[src/design/utf8d_pkg.sv]
package utf8d_pkg;

  localparam int unsigned BYTE_W = 8;
  localparam int unsigned CP_W   = 21;
  localparam int unsigned CNT_W  = 3;
  localparam int unsigned OUT_TDATA_W = 24;

  // bytes_expected code that marks no sequence in progress
  localparam logic [CNT_W-1:0] IDLE_MARK = 3'd7;

  localparam logic [BYTE_W-1:0] ASCII_MAX   = 8'h7F;
  localparam logic [BYTE_W-1:0] CONT_MAX    = 8'hBF;
  localparam logic [BYTE_W-1:0] LEAD2_MIN   = 8'hC0;
  localparam logic [BYTE_W-1:0] LEAD3_MIN   = 8'hE0;
  localparam logic [BYTE_W-1:0] LEAD4_MIN   = 8'hF0;
  localparam logic [BYTE_W-1:0] INVALID_MIN = 8'hF8;

  localparam logic [BYTE_W-1:0] LEAD2_MASK = 8'h1F;
  localparam logic [BYTE_W-1:0] LEAD3_MASK = 8'h0F;
  localparam logic [BYTE_W-1:0] LEAD4_MASK = 8'h07;

  localparam logic [CP_W-1:0] REMAP_BASE = 21'h000410;

  typedef struct packed {
    logic [CNT_W-1:0] bytes_expected;
    logic [CNT_W-1:0] bytes_seen;
    logic [CP_W-1:0]  partial_code;
  } dec_state_t;

  localparam dec_state_t STATE_IDLE = '{
    bytes_expected: IDLE_MARK,
    bytes_seen:     '0,
    partial_code:   '0
  };

endpackage

[src/design/utf8_byte_decoder_core.sv]
// Byte-serial UTF-8 decoder. Every byte request on the input stream yields exactly one
// code point request on the output stream, 0 when no character completes on that byte.
// A zero byte clears the decoder; lead bytes C0/E0/F0 open sequences of one to three
// continuation bytes, and a byte above BF in mid-sequence aborts and is lost. Setting
// cfg_wdata to 1 (with cfg_we) selects a stateless remap of C0..FF onto 0x410 upward.
// Throughput is one byte per clock while out_tready does not stall the output: the whole
// update is one pass of compare and shift logic between an input register and an output
// register, and the decoder state is written in the same cycle a byte moves to the output.
// The output register lets a new byte enter while a result waits for out_tready. Change the
// mode only while the stream is empty.
module utf8_byte_decoder_core (
  input  logic        clk,
  input  logic        rst_n,
  // input stream
  input  logic        in_tvalid,
  output logic        in_tready,
  input  logic [7:0]  in_tdata,   // [7:0] byte_in
  // output stream
  output logic        out_tvalid,
  input  logic        out_tready,
  output logic [23:0] out_tdata,  // [20:0] code_point, [23:21] zero
  // configuration
  input  logic        cfg_we,
  input  logic        cfg_wdata
);

  // mode register
  logic remap_mode_r;

  // input register
  logic                             in_valid_r;
  logic [utf8d_pkg::BYTE_W-1:0]     in_byte_r;

  // decoder state
  utf8d_pkg::dec_state_t            state_r;
  utf8d_pkg::dec_state_t            state_nxt;

  // output register
  logic                             out_valid_r;
  logic [utf8d_pkg::CP_W-1:0]       out_code_r;
  logic [utf8d_pkg::CP_W-1:0]       code_nxt;

  // the held byte moves on when the output slot is free or being drained
  logic advance;

  assign advance   = in_valid_r && (!out_valid_r || out_tready);
  assign in_tready = !in_valid_r || advance;

  always_ff @(posedge clk) begin
    if (!rst_n) begin
      remap_mode_r <= 1'b0;
    end else if (cfg_we) begin
      remap_mode_r <= cfg_wdata;
    end
  end

  // input stage
  always_ff @(posedge clk) begin
    if (!rst_n) begin
      in_valid_r <= 1'b0;
    end else if (in_tready) begin
      in_valid_r <= in_tvalid;
    end
  end

  always_ff @(posedge clk) begin
    if (in_tvalid && in_tready) begin
      in_byte_r <= in_tdata;
    end
  end

  utf8d_step u_step (
    .remap_mode (remap_mode_r),
    .byte_in    (in_byte_r),
    .state_cur  (state_r),
    .state_nxt  (state_nxt),
    .code_point (code_nxt)
  );

  // state only moves when a byte is committed to the output
  always_ff @(posedge clk) begin
    if (!rst_n) begin
      state_r <= utf8d_pkg::STATE_IDLE;
    end else if (advance) begin
      state_r <= state_nxt;
    end
  end

  // output stage
  always_ff @(posedge clk) begin
    if (!rst_n) begin
      out_valid_r <= 1'b0;
    end else if (advance) begin
      out_valid_r <= 1'b1;
    end else if (out_tready) begin
      out_valid_r <= 1'b0;
    end
  end

  always_ff @(posedge clk) begin
    if (advance) begin
      out_code_r <= code_nxt;
    end
  end

  assign out_tvalid = out_valid_r;
  assign out_tdata  = {{(utf8d_pkg::OUT_TDATA_W-utf8d_pkg::CP_W){1'b0}}, out_code_r};

endmodule

[src/design/utf8d_step.sv]
module utf8d_step (
  input  logic                                remap_mode,
  input  logic [utf8d_pkg::BYTE_W-1:0]        byte_in,
  input  utf8d_pkg::dec_state_t               state_cur,
  output utf8d_pkg::dec_state_t               state_nxt,
  output logic [utf8d_pkg::CP_W-1:0]          code_point
);

  logic [utf8d_pkg::CP_W-1:0]  shifted_code;
  logic [utf8d_pkg::CNT_W-1:0] seen_inc;

  assign seen_inc = state_cur.bytes_seen + 3'd1;
  assign shifted_code = {state_cur.partial_code[utf8d_pkg::CP_W-7:0], byte_in[5:0]};

  always_comb begin
    state_nxt  = state_cur;
    code_point = '0;
    if (remap_mode) begin
      // stateless single-byte remap, C0..FF land on 0x410 upward
      if (byte_in >= utf8d_pkg::LEAD2_MIN) begin
        code_point = utf8d_pkg::REMAP_BASE
                     + {{(utf8d_pkg::CP_W-6){1'b0}}, byte_in[5:0]};
      end else begin
        code_point = {{(utf8d_pkg::CP_W-utf8d_pkg::BYTE_W){1'b0}}, byte_in};
      end
    end else if (byte_in == '0) begin
      state_nxt = utf8d_pkg::STATE_IDLE;
    end else if (state_cur.bytes_expected == utf8d_pkg::IDLE_MARK) begin
      state_nxt.partial_code = '0;
      if (byte_in >= utf8d_pkg::INVALID_MIN) begin
        code_point = '0;
      end else if (byte_in <= utf8d_pkg::ASCII_MAX) begin
        code_point = {{(utf8d_pkg::CP_W-utf8d_pkg::BYTE_W){1'b0}}, byte_in};
      end else begin
        state_nxt.bytes_seen = '0;
        if (byte_in >= utf8d_pkg::LEAD4_MIN) begin
          state_nxt.partial_code = {{(utf8d_pkg::CP_W-utf8d_pkg::BYTE_W){1'b0}},
                                    byte_in & utf8d_pkg::LEAD4_MASK};
          state_nxt.bytes_expected = 3'd3;
        end else if (byte_in >= utf8d_pkg::LEAD3_MIN) begin
          state_nxt.partial_code = {{(utf8d_pkg::CP_W-utf8d_pkg::BYTE_W){1'b0}},
                                    byte_in & utf8d_pkg::LEAD3_MASK};
          state_nxt.bytes_expected = 3'd2;
        end else if (byte_in >= utf8d_pkg::LEAD2_MIN) begin
          state_nxt.partial_code = {{(utf8d_pkg::CP_W-utf8d_pkg::BYTE_W){1'b0}},
                                    byte_in & utf8d_pkg::LEAD2_MASK};
          state_nxt.bytes_expected = 3'd1;
        end
      end
    end else begin
      if (state_cur.bytes_seen <= state_cur.bytes_expected) begin
        state_nxt.partial_code = shifted_code;
        state_nxt.bytes_seen   = seen_inc;
      end
      if (byte_in > utf8d_pkg::CONT_MAX) begin
        // abort, the byte itself is dropped
        state_nxt.bytes_expected = utf8d_pkg::IDLE_MARK;
      end else if (state_nxt.bytes_seen == state_cur.bytes_expected) begin
        state_nxt.bytes_expected = utf8d_pkg::IDLE_MARK;
        state_nxt.bytes_seen     = utf8d_pkg::IDLE_MARK;
        code_point               = state_nxt.partial_code;
      end
    end
  end

endmodule

[config.mk]
export PLATFORM = sky130hd
export DESIGN_NAME = utf8_byte_decoder_core
export DESIGN_NICKNAME = d
export VERILOG_FILES = /design/src/design/utf8d_pkg.sv /design/src/design/utf8_byte_decoder_core.sv /design/src/design/utf8d_step.sv
export SDC_FILE = /design/constraint.sdc
export NUM_CORES = 1
export LEC_CHECK = 0
export ABC_AREA = 1
export BUFFER_PORTS_ARGS = -buffer_cell sky130_fd_sc_hd__buf_4
export CAP_MARGIN = 25
export CORE_ASPECT_RATIO = 1.1
export CORE_MARGIN = 1.5
export CORE_UTILIZATION = 31
export CTS_CLUSTER_DIAMETER = 80
export DETAILED_ROUTE_END_ITERATION = 8
export GPL_ROUTABILITY_DRIVEN = 0
export PLACE_DENSITY = 0.58
export SYNTH_ARGS = -nofsm -noshare
export SYNTH_HDL_FRONTEND = slang
export SYNTH_SLANG_ARGS = --single-unit
[constraint.sdc]
create_clock -name clk -period 4.2 [get_ports clk]
set_input_delay 0.84 -clock clk [delete_from_list [all_inputs] [get_ports clk]]
set_output_delay 0.84 -clock clk [all_outputs]
set_load 0.005 [all_outputs]
# After elaboration in Yosys (flattened, before gate mapping)
# Index checks and enable logic that the tools add are counted.
# word_totals
ff_bits	59
input_bits	14
out_inout_bits	26
word_cells	62
# op_classes
addsub	2
order_cmp	7
eq_ne	5
mux	27
bitwise	1
reduce_logical	12
# op_table
operator	count
21-bit two-way mux	9
27-bit two-way mux	4
24-bit two-way mux	4
8-bit greater-or-equal comparator (second input constant)	4
3-bit two-way mux	5
11-bit by 6-bit adder with 12-bit output (first input constant)	1
8-bit greater-than comparator (second input constant)	1
8-bit by 7-bit less-or-equal comparator with 1-bit output (second input constant)	1
8-bit logical NOT	1
8-bit two-way mux	1
6-bit two-way mux	1
3-bit by 2-bit != test with 1-bit output (second input constant)	2
6-bit AND reduction	1
5-bit two-way mux	1
5-bit by 4-bit != test with 1-bit output (second input constant)	1
4-bit AND reduction	1
4-bit nonzero test	1
3-bit by 1-bit adder with 3-bit output (second input constant)	1
3-bit equality test	1
3-bit equality test (second input constant)	1
3-bit less-or-equal comparator	1
1-bit logical AND	2
1-bit logical NOT	2
1-bit logical OR	2
other kinds (4)	5

# Logic depth before layout (Yosys ltp)
# depth
ltp_word	11
ltp_mapped	16
ltp_nobuf	16

# Hierarchy
# From an unflattened synthesis, not the netlist that was laid out.
# unflattened
hier_cells	491
area_unflattened_um2	3688.5
# modules_own_cells
mod	n_inst	cells_per_inst	area_per_inst_um2
utf8_byte_decoder_core	1	220	2282.2
utf8d_step	1	271	1406.3

# Least setup slack after synthesis
# OpenSTA, ideal clock, no wires.
# synth_timing
path_type	flip-flop to flip-flop
from	reg state_r[26] (netlist bit)
to	reg out_code_r[14] (netlist bit), data pin
setup_ps	265
t_arrival_ps	1741
slack_ps	2194
path_stages_with_launch	15
path_cell_list	dfxtp_1 -> inv_1 -> ha_1 -> nand3_1 -> nand2_2 -> nand2_4 -> nand2_2 -> nand2_1 -> nand2_1 -> nand2_2 -> nand3_4 -> nor2_8 -> nand3_4 -> buf_6 -> nor2_4
# synth_between
elab_chain_len	11
# synth_lines
element	line	rtl
start: declaration	utf8_byte_decoder_core.sv:35	utf8d_pkg::dec_state_t state_r;
start signal: assignment	utf8_byte_decoder_core.sv:83	state_r <= utf8d_pkg::STATE_IDLE;
start signal: assignment	utf8_byte_decoder_core.sv:85	state_r <= state_nxt;
3-bit less-or-equal comparator	utf8d_step.sv:51	if (state_cur.bytes_seen <= state_cur.bytes_expected) begin
24-bit two-way mux	utf8d_step.sv:51	
24-bit two-way mux	utf8d_step.sv:28	end else if (state_cur.bytes_expected == utf8d_pkg::IDLE_MARK) begin
24-bit two-way mux	utf8d_step.sv:26	end else if (byte_in == '0) begin
24-bit two-way mux	utf8d_step.sv:18	if (remap_mode) begin
3-bit equality test	utf8d_step.sv:58	end else if (state_nxt.bytes_seen == state_cur.bytes_expected) begin
21-bit two-way mux	utf8d_step.sv:58	
21-bit two-way mux	utf8d_step.sv:55	if (byte_in > utf8d_pkg::CONT_MAX) begin
21-bit two-way mux (*)	utf8d_step.sv:28	
21-bit two-way mux (*)	utf8d_step.sv:26	
21-bit two-way mux (*)	utf8d_step.sv:18	
end signal: assignment	utf8_byte_decoder_core.sv:102	out_code_r <= code_nxt;
end: declaration	utf8_byte_decoder_core.sv:40	logic [utf8d_pkg::CP_W-1:0] out_code_r;
# Every way passes the cells marked *; elsewhere a longest branch is shown, timed or not. The select of a mux whose other input is x is not followed.
# A chain may end at the register's enable or synchronous reset.

# Final worst setup path
# layout_timing
from	reg state_r[24] (netlist bit)
to	reg state_r[21] (netlist bit)
# layout_between
elab_chain_len	10
# layout_lines
element	line
3-bit less-or-equal comparator	utf8d_step.sv:51
24-bit two-way mux	utf8d_step.sv:51
24-bit two-way mux	utf8d_step.sv:28
24-bit two-way mux	utf8d_step.sv:26
24-bit two-way mux	utf8d_step.sv:18
3-bit equality test	utf8d_step.sv:58
6-bit two-way mux	utf8d_step.sv:58
3-bit two-way mux	utf8d_step.sv:55
27-bit two-way mux	utf8d_step.sv:28
27-bit two-way mux	utf8d_step.sv:26
# Several ways; a longest one is shown, not always the timed one. The select of a mux whose other input is x is not followed.

==> results.toml <==
[worst_setup_path]
critPathRequiredTime_ns = 4.47
worstSetupPathType = "flip-flop to flip-flop"
crit_arrival_ns = 2.95
crit_path_start_kind = "flip-flop"
cp_common_cell = "inv_1"
end_kind = "flip-flop"
r2r_cells = 6
crit_buf_inv = 2
critPathSlowestCell = "nor3_2"
cp.depth = 6
cp_max_fo = 16
cpPeakStageDelay_ns = 0.68
critical_path.top_delay_family = "compound AO/OA/AOI/OAI gates"
worstPathCellList = "inv_1 > nor3_2 > inv_1 > o311ai_1 > nand2_1 > a21oi_1"

[sta]
postLayoutSetupSlackWorst_ns = 1.52
setup_viol = 0
worstMarginPinSlew_ns = 0.858
finalCriticalPeriod_ns = 2.68
finalSetupTns_ns = 0
fin_skew_ns = 0.0102
maxSlewViolCount = 0
hold_viol = 0
rsz0062_at_grt = "no"
hold_slack_ns = 0.466
maxSlewHeadroom = 0.427
period_share = 0.637
fmax_mhz = 374

[layout]
final_cells = 517
syn2layout_area_growth_pct = 18.5
antenna_cells = 0
drive_gt1_frac = 0.207
finalNetCount = 413

[floorplan]
pin_count = 40
coreArea_um2 = 9790
start_util = 0.317
dieHeight_um = 108
rows = 38
die_w_um = 98.4
die-area_um2 = 10600

[synthesis]
post_synth_num_cell_types = 38
synth_edf_count = 29
synthFlopType = "dfxtp_1"
syn_area_um2 = 3100
synth_common_cells = "72 x nand2_1, 32 x a21oi_1, 32 x inv_1, 32 x nor2_1, 30 x dfxtp_1"
synth_top_area_frac = 0.281
yosys.area.top_type = "edfxtp_1"
postSynthAreaPerCell_um2 = 8.66
yosysSeqAreaShare = 0.474
yosys_register_bits = 59
ys_async_sr_fraction = 0
synthMostInstantiatedCell = "nand2_1"
synth_area_leaders = "edfxtp_1 28%, dfxtp_1 19%, nand2_1 8.7%"
postSynthCellCount = 358
synth_warnings = 0

[cts]
cts_sinks = 59
cts_resized = 0
cts_buffer_depth = 2
numCtsBuffers = 9
cts.htree.levels = 3
path_clk_slew_ns = 0.07
postCtsSetupRepairBufs = 0
ctsHoldBuffers = 0
cts_root_buf = "clkbuf_8"
cts_tree = "built"
clk_latency_ns = 0.35

[power_and_ir_drop]
powerDensity_nw_per_um2 = 383
power.total_mw = 1.41
power.leakage_nw = 1.58
peakVddDrop_mv = 0.161

[global_routing]
grt_max_degree = 37
grt_pass1_wl_um = 11400
grt_pass1_vias = 2371
grt_usage = 0.139
gr-total-overflow = 0
antenna_found_initial = 0

[drt]
top_layer_used = "met4"
drc_errors = 0
wl_met1_um = 3130
viasPerCell = 4.98
wl_met3_um = 374
wl_per_cell_um = 13.4
vias = 2576
wl_um = 6930
wl_met2_um = 3240
drt-initial-drc-count = 124
drtAntennaViolNets = 0
drt-pass1-iter-count = 5

[hold_path]
hold_path_depth = 2
holdCritPathClass = "flip-flop to flip-flop"

[placed_design]
pre_cts_ws_ns = 1.57
io_buffers = 36
dp_cells = 501
dp_hpwl_um = 4860

[run_status]
run_status = "completed"

[job]
max_cap_viol_count = 0
area by class of cell:
cell class | count | area (µm²)
clock buffers | 11 | 151
clock inverters | 5 | 75.1
fillers | 1003 | 6120
inverters | 38 | 143
multi-input cells | 248 | 1410
flip-flops and latches | 59 | 1470
well taps | 120 | 150
repair buffers | 36 | 270
worst register-to-register path, stage by stage (launching register included):
cell	delay [ns]
dfxtp_1	0.39
inv_1	0.09
nor3_2	0.68
inv_1	0.52
o311ai_1	0.66
nand2_1	0.10
a21oi_1	0.15
metrics by stage:
stage / utilization / area [µm²]
CTS: 0.375 / 3670
finish: 0.375 / 3670
detailed placement: 0.352 / 3450
global placement: 0.352 / 3450
global route: 0.375 / 3670
floorplan: - / 3110
where the power goes:
| group | total (mW) | leakage, nW | switching [mW] | internal, mW |
|---|---|---|---|---|
| registers | 0.647 | 0.523 | 0.0163 | 0.631 |
| logic | 0.172 | 0.939 | 0.109 | 0.0635 |
| clock network | 0.589 | 0.119 | 0.226 | 0.363 |
cells by family (layout without fill, tap and decap cells):
kind of cell | count (synthesis) | after routing | synth area share
compound gates | 76 | 76 | 0.146
xor+xnor | 1 | 1 | 0.00282
flops | 59 | 59 | 0.474
simple gates | 152 | 152 | 0.246
mux | 9 | 9 | 0.0290
fa+ha+maj | 7 | 7 | 0.0282
buf+inv | 53 | 90 | 0.0722
other cells | 1 | 3 | 0.00121
final timing paths:
| path | from | to | slack (ns) |
|---|---|---|---|
| setup reg to reg | state_r[24] | state_r[21] | 1.52 |
| hold reg to reg | state_r[8] | state_r[8] | 0.47 |
| setup / recovery | state_r[24] | state_r[21] | 1.52 |
| hold / removal | state_r[8] | state_r[8] | 0.47 |
registers in the layout, indices dropped and copies added (netlist names):
name	flops
state_r	27
in_valid_r	1
out_code_r	21
in_byte_r	8
out_tvalid	1
remap_mode_r	1
cell usage in the layout (no fill, tap or decap), drive strengths merged:
master and instances:
o2111ai 1, o311ai 1, clkinv 3, clkbuf 11, dfxtp 30, inv 38
nand2 79, nor2 43, edfxtp 29, a21oi 33, o21bai 2, a31oi 1
a2bb2oi 11, o21ai 22, mux2i 9, nand4 2, bufinv 2, o31ai 3
ha 7, o211ai 1, buf 36, nor3 7, o22ai 1, nand3 20
nand3b 1, xnor2 1, conb 3
metal layers:
metal,global-route usage,vias to the layer above
met5,0,-
met4,0.0714,0
met3,0.0325,15
met2,0.220,88
met1,0.176,1199
li1,-,1274
(Power assumes the default switching activity.)
